File: src/hw/rtl/dsadc_pkg.sv
// ----------------------------------------------------------------------------
// dsadc_pkg - shared types and constants of the dual-slope adc sequencer
// payload structs, queue entry, phase and back-end state codes, widths
// ----------------------------------------------------------------------------
package dsadc_pkg;

    // fine counter width
    localparam int COUNT_WIDTH = 16;
    // width used to compare the incremented fine count with the period
    localparam int CMP_W = (COUNT_WIDTH + 1 > 16) ? COUNT_WIDTH + 1 : 16;

    localparam int PERIOD_W = 16;
    localparam int FS_W     = 16;
    localparam int OVF_W    = 16;
    localparam int NUM_W    = 32;
    // total count n = fine + period * overflows
    localparam int N_W      = ((COUNT_WIDTH > PERIOD_W + OVF_W) ?
                               COUNT_WIDTH : PERIOD_W + OVF_W) + 1;
    localparam int REM_W    = N_W + 1;
    localparam int DIV_CNT_W = $clog2(NUM_W);

    // configuration register indexes
    localparam int CFG_IDX_W = 2;
    localparam logic [CFG_IDX_W-1:0] CFG_OVERFLOW_PERIOD = 2'd0;
    localparam logic [CFG_IDX_W-1:0] CFG_FULL_SCALE_MV   = 2'd1;
    localparam logic [CFG_IDX_W-1:0] CFG_NUMERATOR       = 2'd2;

    localparam logic [PERIOD_W-1:0] RST_OVERFLOW_PERIOD = 16'd8471;
    localparam logic [FS_W-1:0]     RST_FULL_SCALE_MV   = 16'd3300;
    localparam logic [NUM_W-1:0]    RST_NUMERATOR       = 32'd14400700;

    // queue between front and back
    localparam int FIFO_DEPTH = 4;
    localparam int FIFO_AW    = $clog2(FIFO_DEPTH);

    typedef enum logic [1:0] {
        PH_IDLE,
        PH_REF,
        PH_VIN
    } t_phase;

    typedef enum logic [1:0] {
        BK_IDLE,
        BK_MUL,
        BK_DIV,
        BK_FIN
    } t_bk_state;

    typedef struct packed {
        logic period_start;
        logic comparator;
    } t_in_item;

    typedef struct packed {
        logic            reference_applied;
        logic [FS_W-1:0] voltage_mv;
        logic            value_valid;
        logic            over_range;
    } t_out_item;

    // one pending result as classified by the front end
    typedef struct packed {
        logic                   measure;
        logic                   over;
        logic                   ref_applied;
        logic [COUNT_WIDTH-1:0] fine;
        logic [OVF_W-1:0]       ovf;
    } t_job;

    typedef struct packed {
        logic full;
        logic empty;
    } t_fifo_stat;

endpackage

File: src/hw/rtl/dual_slope_adc_sequencer_unit.sv
// ----------------------------------------------------------------------------
// dual_slope_adc_sequencer_unit - dual-slope adc conversion sequencer
// one input transfer per count-clock tick, results on a stalling channel
// ----------------------------------------------------------------------------
// result path: a switch-only or over-range result passes the queue, then the
//   output register; a measurement passes multiply, 32 divider steps and
//   clamp
// throughput: one tick per cycle while the 4-entry queue has room; the back
//   end is held for each measurement by the one-bit-a-cycle divider
// reset: synchronous active-low, clears phase, counters, queue, back end and
//   restores the register defaults; no clearing pass
module dual_slope_adc_sequencer_unit (
    input  logic                                   i_clk,
    input  logic                                   i_rst_n,
    // tick input channel
    input  logic                                   i_in_valid,
    output logic                                   o_in_stall,
    input  dsadc_pkg::t_in_item                    i_in_data,
    // result channel
    output logic                                   o_out_valid,
    input  logic                                   i_out_stall,
    output dsadc_pkg::t_out_item                   o_out_data,
    // configuration write channel
    input  logic                                   i_cfg_valid,
    output logic                                   o_cfg_ready,
    input  logic [dsadc_pkg::CFG_IDX_W-1:0]        i_cfg_index,
    input  logic [dsadc_pkg::NUM_W-1:0]            i_cfg_data
);

    // configuration registers
    logic [dsadc_pkg::PERIOD_W-1:0] r_overflow_period, n_overflow_period;
    logic [dsadc_pkg::FS_W-1:0]     r_full_scale_mv, n_full_scale_mv;
    logic [dsadc_pkg::NUM_W-1:0]    r_numerator, n_numerator;

    logic                  w_cfg_we;
    logic                  w_accept;
    logic                  w_push;
    logic                  w_pop;
    dsadc_pkg::t_job       w_job;
    dsadc_pkg::t_job       w_head;
    dsadc_pkg::t_fifo_stat w_stat;

    // writes are always taken; an index past the list is dropped
    assign o_cfg_ready = 1'b1;
    assign w_cfg_we    = i_cfg_valid && o_cfg_ready;

    always_comb begin
        n_overflow_period = r_overflow_period;
        n_full_scale_mv   = r_full_scale_mv;
        n_numerator       = r_numerator;
        if (w_cfg_we) begin
            case (i_cfg_index)
                dsadc_pkg::CFG_OVERFLOW_PERIOD: begin
                    n_overflow_period = i_cfg_data[dsadc_pkg::PERIOD_W-1:0];
                end
                dsadc_pkg::CFG_FULL_SCALE_MV: begin
                    n_full_scale_mv = i_cfg_data[dsadc_pkg::FS_W-1:0];
                end
                dsadc_pkg::CFG_NUMERATOR: begin
                    n_numerator = i_cfg_data;
                end
                default: begin
                end
            endcase
        end
    end

    always_ff @(posedge i_clk) begin
        if (!i_rst_n) begin
            r_overflow_period <= dsadc_pkg::RST_OVERFLOW_PERIOD;
            r_full_scale_mv   <= dsadc_pkg::RST_FULL_SCALE_MV;
            r_numerator       <= dsadc_pkg::RST_NUMERATOR;
        end else begin
            r_overflow_period <= n_overflow_period;
            r_full_scale_mv   <= n_full_scale_mv;
            r_numerator       <= n_numerator;
        end
    end

    // input stalls only while the queue is full, so ticks are never lost
    assign o_in_stall = w_stat.full;
    assign w_accept   = i_in_valid && !o_in_stall;

    // front end: phase sequencing and edge detection, one tick a cycle while the input is not stalled
    dsadc_front u_front (
        .i_clk             (i_clk),
        .i_rst_n           (i_rst_n),
        .i_accept          (w_accept),
        .i_item            (i_in_data),
        .i_overflow_period (r_overflow_period),
        .o_push            (w_push),
        .o_job             (w_job)
    );

    // ticks that cause a result wait here for the back end
    dsadc_fifo u_fifo (
        .i_clk   (i_clk),
        .i_rst_n (i_rst_n),
        .i_push  (w_push),
        .i_job   (w_job),
        .i_pop   (w_pop),
        .o_head  (w_head),
        .o_stat  (w_stat)
    );

    // back end: total count, divide, clamp and output register
    dsadc_back u_back (
        .i_clk             (i_clk),
        .i_rst_n           (i_rst_n),
        .i_job             (w_head),
        .i_job_avail       (!w_stat.empty),
        .o_pop             (w_pop),
        .i_overflow_period (r_overflow_period),
        .i_full_scale_mv   (r_full_scale_mv),
        .i_numerator       (r_numerator),
        .o_out_valid       (o_out_valid),
        .i_out_stall       (i_out_stall),
        .o_out_data        (o_out_data)
    );

    // a classified tick never finds the queue full
    a_no_push_when_full: assert property (@(posedge i_clk) disable iff (!i_rst_n)
        w_push |-> !w_stat.full)
        else $error("job pushed into a full queue");

    // the back end only takes from a non-empty queue
    a_no_pop_when_empty: assert property (@(posedge i_clk) disable iff (!i_rst_n)
        w_pop |-> !w_stat.empty)
        else $error("job popped from an empty queue");

    // an over-range result is a valid full-scale reading
    a_over_is_full_scale: assert property (@(posedge i_clk) disable iff (!i_rst_n)
        (o_out_valid && o_out_data.over_range) |->
            (o_out_data.value_valid && o_out_data.voltage_mv == r_full_scale_mv))
        else $error("over-range result without full-scale value");

endmodule

File: src/hw/rtl/dsadc_front.sv
// ----------------------------------------------------------------------------
// dsadc_front - tick front end
// counts the phases, detects comparator edges and classifies each tick
// ----------------------------------------------------------------------------
module dsadc_front (
    input  logic                                i_clk,
    input  logic                                i_rst_n,
    input  logic                                i_accept,
    input  dsadc_pkg::t_in_item                 i_item,
    input  logic [dsadc_pkg::PERIOD_W-1:0]      i_overflow_period,
    output logic                                o_push,
    output dsadc_pkg::t_job                     o_job
);

    dsadc_pkg::t_phase                     r_phase, n_phase;
    logic [dsadc_pkg::COUNT_WIDTH-1:0]     r_fine, n_fine;
    logic [dsadc_pkg::OVF_W-1:0]           r_ovf, n_ovf;
    logic                                  r_last_comp, n_last_comp;
    logic                                  r_switch, n_switch;

    logic [dsadc_pkg::COUNT_WIDTH:0]       w_next;
    logic [dsadc_pkg::CMP_W-1:0]           w_next_ext;
    logic [dsadc_pkg::CMP_W-1:0]           w_per_ext;
    logic                                  w_wrap;
    logic                                  w_measure;
    logic                                  w_over;

    assign w_next     = {1'b0, r_fine} + (dsadc_pkg::COUNT_WIDTH + 1)'(1);
    assign w_next_ext = dsadc_pkg::CMP_W'(w_next);
    assign w_per_ext  = dsadc_pkg::CMP_W'(i_overflow_period);
    // wrap at the period or past the top of the counter
    assign w_wrap     = (w_next_ext >= w_per_ext) || w_next[dsadc_pkg::COUNT_WIDTH];

    always_comb begin
        n_phase     = r_phase;
        n_fine      = r_fine;
        n_ovf       = r_ovf;
        n_last_comp = r_last_comp;
        n_switch    = r_switch;
        w_measure   = 1'b0;
        w_over      = 1'b0;
        if (i_accept) begin
            // counting by the phase at the start of the tick
            if (r_phase != dsadc_pkg::PH_IDLE) begin
                if (w_wrap) begin
                    n_fine = '0;
                    if (r_phase == dsadc_pkg::PH_REF) begin
                        n_phase  = dsadc_pkg::PH_VIN;
                        n_switch = 1'b0;
                    end else if (r_ovf != '1) begin
                        n_ovf = r_ovf + dsadc_pkg::OVF_W'(1);
                    end
                end else begin
                    n_fine = w_next[dsadc_pkg::COUNT_WIDTH-1:0];
                end
            end
            // comparator edges
            if (i_item.comparator && !r_last_comp) begin
                n_fine  = '0;
                n_ovf   = '0;
                n_phase = dsadc_pkg::PH_REF;
            end else if (!i_item.comparator && r_last_comp) begin
                w_measure = 1'b1;
                n_phase   = dsadc_pkg::PH_IDLE;
            end
            n_last_comp = i_item.comparator;
            // period strobe
            if (i_item.period_start) begin
                if (n_phase == dsadc_pkg::PH_VIN) begin
                    w_over = 1'b1;
                end
                n_switch = 1'b1;
            end
        end
    end

    assign o_push = i_accept && (w_measure || w_over || (n_switch != r_switch));

    always_comb begin
        o_job.measure     = w_measure;
        o_job.over        = w_over;
        o_job.ref_applied = n_switch;
        o_job.fine        = n_fine;
        o_job.ovf         = n_ovf;
    end

    always_ff @(posedge i_clk) begin
        if (!i_rst_n) begin
            r_phase     <= dsadc_pkg::PH_IDLE;
            r_fine      <= '0;
            r_ovf       <= '0;
            r_last_comp <= 1'b0;
            r_switch    <= 1'b0;
        end else begin
            r_phase     <= n_phase;
            r_fine      <= n_fine;
            r_ovf       <= n_ovf;
            r_last_comp <= n_last_comp;
            r_switch    <= n_switch;
        end
    end

endmodule

File: src/hw/rtl/dsadc_fifo.sv
// ----------------------------------------------------------------------------
// dsadc_fifo - short job queue
// decouples the tick front end from the slow back end
// ----------------------------------------------------------------------------
module dsadc_fifo (
    input  logic                  i_clk,
    input  logic                  i_rst_n,
    input  logic                  i_push,
    input  dsadc_pkg::t_job       i_job,
    input  logic                  i_pop,
    output dsadc_pkg::t_job       o_head,
    output dsadc_pkg::t_fifo_stat o_stat
);

    dsadc_pkg::t_job                  r_mem [dsadc_pkg::FIFO_DEPTH];
    logic [dsadc_pkg::FIFO_AW-1:0]    r_wr, n_wr;
    logic [dsadc_pkg::FIFO_AW-1:0]    r_rd, n_rd;
    logic [dsadc_pkg::FIFO_AW:0]      r_cnt, n_cnt;

    assign o_head       = r_mem[r_rd];
    assign o_stat.full  = (r_cnt == (dsadc_pkg::FIFO_AW + 1)'(dsadc_pkg::FIFO_DEPTH));
    assign o_stat.empty = (r_cnt == '0);

    always_comb begin
        n_wr  = r_wr;
        n_rd  = r_rd;
        n_cnt = r_cnt;
        if (i_push) begin
            n_wr = r_wr + dsadc_pkg::FIFO_AW'(1);
        end
        if (i_pop) begin
            n_rd = r_rd + dsadc_pkg::FIFO_AW'(1);
        end
        if (i_push && !i_pop) begin
            n_cnt = r_cnt + (dsadc_pkg::FIFO_AW + 1)'(1);
        end else if (!i_push && i_pop) begin
            n_cnt = r_cnt - (dsadc_pkg::FIFO_AW + 1)'(1);
        end
    end

    always_ff @(posedge i_clk) begin
        if (i_push) begin
            r_mem[r_wr] <= i_job;
        end
    end

    always_ff @(posedge i_clk) begin
        if (!i_rst_n) begin
            r_wr  <= '0;
            r_rd  <= '0;
            r_cnt <= '0;
        end else begin
            r_wr  <= n_wr;
            r_rd  <= n_rd;
            r_cnt <= n_cnt;
        end
    end

endmodule

File: src/hw/rtl/dsadc_back.sv
// ----------------------------------------------------------------------------
// dsadc_back - result back end
// total count multiply, radix-2 divider and output register
// ----------------------------------------------------------------------------
module dsadc_back (
    input  logic                              i_clk,
    input  logic                              i_rst_n,
    input  dsadc_pkg::t_job                   i_job,
    input  logic                              i_job_avail,
    output logic                              o_pop,
    input  logic [dsadc_pkg::PERIOD_W-1:0]    i_overflow_period,
    input  logic [dsadc_pkg::FS_W-1:0]        i_full_scale_mv,
    input  logic [dsadc_pkg::NUM_W-1:0]       i_numerator,
    output logic                              o_out_valid,
    input  logic                              i_out_stall,
    output dsadc_pkg::t_out_item              o_out_data
);

    dsadc_pkg::t_bk_state                   r_state, n_state;
    logic [dsadc_pkg::COUNT_WIDTH-1:0]      r_fine, n_fine;
    logic [dsadc_pkg::OVF_W-1:0]            r_ovf, n_ovf;
    logic                                   r_ref, n_ref;
    logic [dsadc_pkg::N_W-1:0]              r_n, n_n;
    logic [dsadc_pkg::REM_W-1:0]            r_rem, n_rem;
    logic [dsadc_pkg::NUM_W-1:0]            r_quo, n_quo;
    logic [dsadc_pkg::DIV_CNT_W-1:0]        r_cnt, n_cnt;
    logic                                   r_out_valid, n_out_valid;
    dsadc_pkg::t_out_item                   r_out, n_out;

    logic                                   w_out_free;
    logic [dsadc_pkg::PERIOD_W+dsadc_pkg::OVF_W-1:0] w_prod;
    logic [dsadc_pkg::REM_W-1:0]            w_rem_sh;
    logic                                   w_ge;

    assign w_out_free = !r_out_valid || !i_out_stall;
    assign w_prod     = i_overflow_period * r_ovf;
    assign w_rem_sh   = {r_rem[dsadc_pkg::REM_W-2:0], r_quo[dsadc_pkg::NUM_W-1]};
    assign w_ge       = (w_rem_sh >= dsadc_pkg::REM_W'(r_n));

    always_comb begin
        n_state     = r_state;
        n_fine      = r_fine;
        n_ovf       = r_ovf;
        n_ref       = r_ref;
        n_n         = r_n;
        n_rem       = r_rem;
        n_quo       = r_quo;
        n_cnt       = r_cnt;
        n_out_valid = r_out_valid;
        n_out       = r_out;
        o_pop       = 1'b0;
        if (r_out_valid && !i_out_stall) begin
            n_out_valid = 1'b0;
        end
        case (r_state)
            dsadc_pkg::BK_IDLE: begin
                if (i_job_avail) begin
                    if (i_job.measure) begin
                        o_pop   = 1'b1;
                        n_fine  = i_job.fine;
                        n_ovf   = i_job.ovf;
                        n_ref   = i_job.ref_applied;
                        n_state = dsadc_pkg::BK_MUL;
                    end else if (w_out_free) begin
                        o_pop                   = 1'b1;
                        n_out_valid             = 1'b1;
                        n_out.reference_applied = i_job.ref_applied;
                        n_out.voltage_mv        = i_job.over ? i_full_scale_mv : '0;
                        n_out.value_valid       = i_job.over;
                        n_out.over_range        = i_job.over;
                    end
                end
            end
            dsadc_pkg::BK_MUL: begin
                n_n     = dsadc_pkg::N_W'(w_prod) + dsadc_pkg::N_W'(r_fine);
                n_rem   = '0;
                n_quo   = i_numerator;
                n_cnt   = dsadc_pkg::DIV_CNT_W'(dsadc_pkg::NUM_W - 1);
                n_state = dsadc_pkg::BK_DIV;
            end
            dsadc_pkg::BK_DIV: begin
                // one quotient bit a cycle, msb first
                n_rem = w_ge ? (w_rem_sh - dsadc_pkg::REM_W'(r_n)) : w_rem_sh;
                n_quo = {r_quo[dsadc_pkg::NUM_W-2:0], w_ge};
                n_cnt = r_cnt - dsadc_pkg::DIV_CNT_W'(1);
                if (r_cnt == '0) begin
                    n_state = dsadc_pkg::BK_FIN;
                end
            end
            dsadc_pkg::BK_FIN: begin
                if (w_out_free) begin
                    n_out_valid             = 1'b1;
                    n_out.reference_applied = r_ref;
                    n_out.value_valid       = 1'b1;
                    n_out.over_range        = 1'b0;
                    // zero count and quotient at or above full scale clamp to 0
                    if (r_n == '0 ||
                        r_quo >= dsadc_pkg::NUM_W'(i_full_scale_mv)) begin
                        n_out.voltage_mv = '0;
                    end else begin
                        n_out.voltage_mv = i_full_scale_mv
                                           - r_quo[dsadc_pkg::FS_W-1:0];
                    end
                    n_state = dsadc_pkg::BK_IDLE;
                end
            end
            default: begin
                n_state = dsadc_pkg::BK_IDLE;
            end
        endcase
    end

    assign o_out_valid = r_out_valid;
    assign o_out_data  = r_out;

    always_ff @(posedge i_clk) begin
        r_fine <= n_fine;
        r_ovf  <= n_ovf;
        r_ref  <= n_ref;
        r_n    <= n_n;
        r_rem  <= n_rem;
        r_quo  <= n_quo;
        r_cnt  <= n_cnt;
        r_out  <= n_out;
    end

    always_ff @(posedge i_clk) begin
        if (!i_rst_n) begin
            r_state     <= dsadc_pkg::BK_IDLE;
            r_out_valid <= 1'b0;
        end else begin
            r_state     <= n_state;
            r_out_valid <= n_out_valid;
        end
    end

endmodule
File: config.mk
export PLATFORM = sky130hd
export DESIGN_NAME = dual_slope_adc_sequencer_unit
export DESIGN_NICKNAME = d
export VERILOG_FILES = /design/src/hw/rtl/dsadc_pkg.sv /design/src/hw/rtl/dual_slope_adc_sequencer_unit.sv /design/src/hw/rtl/dsadc_front.sv /design/src/hw/rtl/dsadc_fifo.sv /design/src/hw/rtl/dsadc_back.sv
export SDC_FILE = /design/constraint.sdc
export NUM_CORES = 1
export LEC_CHECK = 0
export ABC_AREA = 1
export BUFFER_PORTS_ARGS = -buffer_cell sky130_fd_sc_hd__buf_2
export CORE_MARGIN = 2
export CORE_UTILIZATION = 42
export DETAILED_ROUTE_END_ITERATION = 10
export PLACE_DENSITY = 0.65
export SLEW_MARGIN = 20
export SYNTH_ARGS = -nofsm -noshare
export SYNTH_HDL_FRONTEND = slang
export SYNTH_SLANG_ARGS = --single-unit
File: constraint.sdc
create_clock -name i_clk -period 11.6 [get_ports i_clk]
set_input_delay 2.32 -clock i_clk [delete_from_list [all_inputs] [get_ports i_clk]]
set_output_delay 2.32 -clock i_clk [all_outputs]
set_load 0.01 [all_outputs]
==> out/results.ini <==
[clocking]
cts_sinks = 407
hold_buffers = 0
clockRootBuffer = clkbuf_16
clk_latency_ns = 0.57
clockBufferDepth = 3
cts_resized = 0
tritoncts = done
h-tree-depth = 2
cts.clk_slew.worst_paths_ns = 0.06
numCtsBuffers = 43
postCtsSetupBuffers = 0

[grt]
grt_usage_pct = 20.29
grt_pass1_wl_um = 115500
grt-ovfl-total = 0
grt_pass1_vias = 21864
antenna_found_initial = 1
grt_max_degree = 77

[placed_design]
io_buffers = 61
gp_congestion = 0.9157
post-place-ws_ns = 5.295
hpwl_um = 54540

[floorplanning]
die_area_um2 = 72140
rows = 97
coreArea_um2 = 69660
initial_core_util_pct = 42.21
die_w_um = 268.6
io_pins = 63
dieHeight_um = 268.6

[logic_synthesis]
syn_area_per_cell_um2 = 8.648
netlist_area_um2 = 29400
synth_seq_cells = 407
yosysSeqAreaShare_pct = 37.75
syn_nets = 3857
ys_types = 61
yosys_warnings = 0
synth-edff-count = 295
postSynth.asyncResetShare_pct = 0
ys.flop_type = edfxtp_1
syn_inst = 3400

[job]
cap_violations = 0

[critical_path]
cp-start-kind = flop
crit_type = reg2reg
worstPathRequired_ns = 11.90
end_kind = flop
r2r_start = r_overflow_period[0]$_SDFFE_PN1P_
r2r_slack_ns = 5.29
r2r_end = u_back.r_n[29]$_DFFE_PN_
reg2reg_depth = 21
cp_max_fo = 18
worstPathArrival_ns = 6.61

[drt]
drt_iter0_markers = 1730
drt-total-wl_um = 72540
num_vias = 22096
wl_per_cell_um = 16.64
drc_errors = 0
firstDrtPassIters = 5
via_per_inst = 5.068
ant_nets = 0

[hold_path]
worstHoldPathCells = 2
hp-start = r_numerator[8]$_SDFFE_PN0P_
hold_class = reg2reg
hold_end = r_numerator[8]$_SDFFE_PN0P_

[timing]
layout_worst_path_cycle_share_pct = 54.44
worstMarginPinSlew_ns = 1.163
finalClockSkew_ns = 0.02693
slew_headroom_pct = 21.83
fmax_mhz = 158.4
fin_ws_ns = 5.285
min_period_ns = 6.315
finalSetupViolCount = 0
fin_tns_setup_ns = 0
rsz0062_at_grt = no
final_hold_viol_count = 0
slew_viol_final = 0

[layout]
layout_common_cells = 703 x nand2_1, 655 x inv_1, 295 x edfxtp_1, 270 x nor2_1, 226 x o21ai_0
utilization_pct = 45.81
diodes = 0
finalNetCount = 3843
area_growth_pct = 8.527
layout_commonest_cell = nand2_1
drive_gt1_share_pct = 5.146

[outcome]
status = complete, no violations

[worst max path at each step]
stage / slack, ns / end / cells after the start / startpoint
floorplan: 5.75 / u_back.r_n[29]$_DFFE_PN_ / 23 / u_back.r_ovf[15]$_DFFE_PP_
global placement: 5.37 / u_back.r_n[29]$_DFFE_PN_ / 21 / r_overflow_period[7]$_SDFFE_PN0P_
detailed placement: 5.30 / u_back.r_n[29]$_DFFE_PN_ / 21 / r_overflow_period[0]$_SDFFE_PN1P_
CTS: 5.27 / u_back.r_n[29]$_DFFE_PN_ / 21 / r_overflow_period[0]$_SDFFE_PN1P_
global route: 4.86 / u_back.r_n[29]$_DFFE_PN_ / 21 / r_overflow_period[2]$_SDFFE_PN1P_
finish: 5.29 / u_back.r_n[29]$_DFFE_PN_ / 21 / r_overflow_period[0]$_SDFFE_PN1P_
[final cells by class]
type / instances / area (um2)
Tap cell: 940 / 1176
Multi-Input combinational cell: 2195 / 15280
Fill cell: 6785 / 37750
Sequential cell: 407 / 11100
Clock inverter: 18 / 239.0
Inverter: 660 / 2480
Timing Repair Buffer: 79 / 440.4
Clock buffer: 61 / 1194
[per-stage QoR]
stage / cell area [um2] / hold slack (ns) / cells
after detailed placement: 30480 / 0.4434 / 4281
after CTS: 31910 / 0.4526 / 4360
final: 31910 / 0.4499 / 4360
after global placement: 30480 / 0.4360 / 4281
after floorplan: 29400 / 0.4244 / 3400
after global routing: 31910 / 0.4735 / 4360
[metal layers]
layer	part of all wire, %	track usage (%)	vias to the layer above	routed length (um)
li1	-	-	10803	-
met1	45	27.11	10624	32650
met2	48	34.83	556	34500
met3	5.0	2.475	113	3608
met4	2.5	5.450	0	1790
met5	0	0	-	0
[critical path, stage by stage (launching register included)]
cell	delay, ns
dfxtp_1	0.79
nand2_1	0.18
fa_1	0.56
fa_1	0.54
fa_1	0.56
fa_1	0.55
inv_1	0.05
fa_1	0.53
inv_1	0.05
fa_1	0.53
inv_1	0.04
ha_1	0.40
nand2_1	0.08
inv_1	0.11
nand2_1	0.07
nor2_1	0.14
nand2_1	0.07
o211ai_1	0.32
nand2_1	0.09
nand2_1	0.14
a21oi_1	0.09
xor2_1	0.14
[sequential cells by signal (all words and copies together), names as in the netlist, 2 cells and up, named ones only]
| name | cells |
|---|---|
| r_full_scale_mv | 16 |
| r_numerator | 32 |
| r_overflow_period | 16 |
| u_back.o_out_data | 19 |
| u_back.r_cnt | 5 |
| u_back.r_fine | 16 |
| u_back.r_n | 33 |
| u_back.r_ovf | 16 |
| u_back.r_quo | 32 |
| u_back.r_rem | 33 |
| u_back.r_state | 2 |
| u_fifo.r_cnt | 3 |
| u_fifo.r_mem | 140 |
| u_fifo.r_rd | 2 |
| u_fifo.r_wr | 2 |
| u_front.r_fine | 16 |
| u_front.r_ovf | 16 |
| u_front.r_phase | 2 |
[cells in the mapped netlist, types with 29 or more instances]
cell type / count / share of area [%]
ha_1: 202 / 8.6
nor3_1: 39 / 0.66
nand2_1: 703 / 9.0
a21oi_1: 165 / 2.8
inv_1: 656 / 8.4
fa_1: 214 / 15
nor2_1: 271 / 3.5
xor2_1: 57 / 1.7
dfxtp_1: 112 / 7.6
clkbuf_1: 117 / 1.5
nand4_1: 29 / 0.62
o21ai_0: 226 / 3.8
edfxtp_1: 295 / 30
o22ai_1: 50 / 1.1
nand3_1: 87 / 1.5
[kinds of logic (layout without fill, tap and decap cells)]
family,count (synthesis),in the layout,synth area share (%)
simple gates,1171,1171,16.35
buf+inv,798,818,10.36
xor+xnor,81,81,2.413
compound gates,526,526,9.953
other cells,1,1,0.01275
fa+ha+maj,416,416,23.16
flops,407,407,37.75
Power is left out: the tool's default activity adds up to more than one toggle a clock period on the data nets, which glitch-free logic cannot reach.
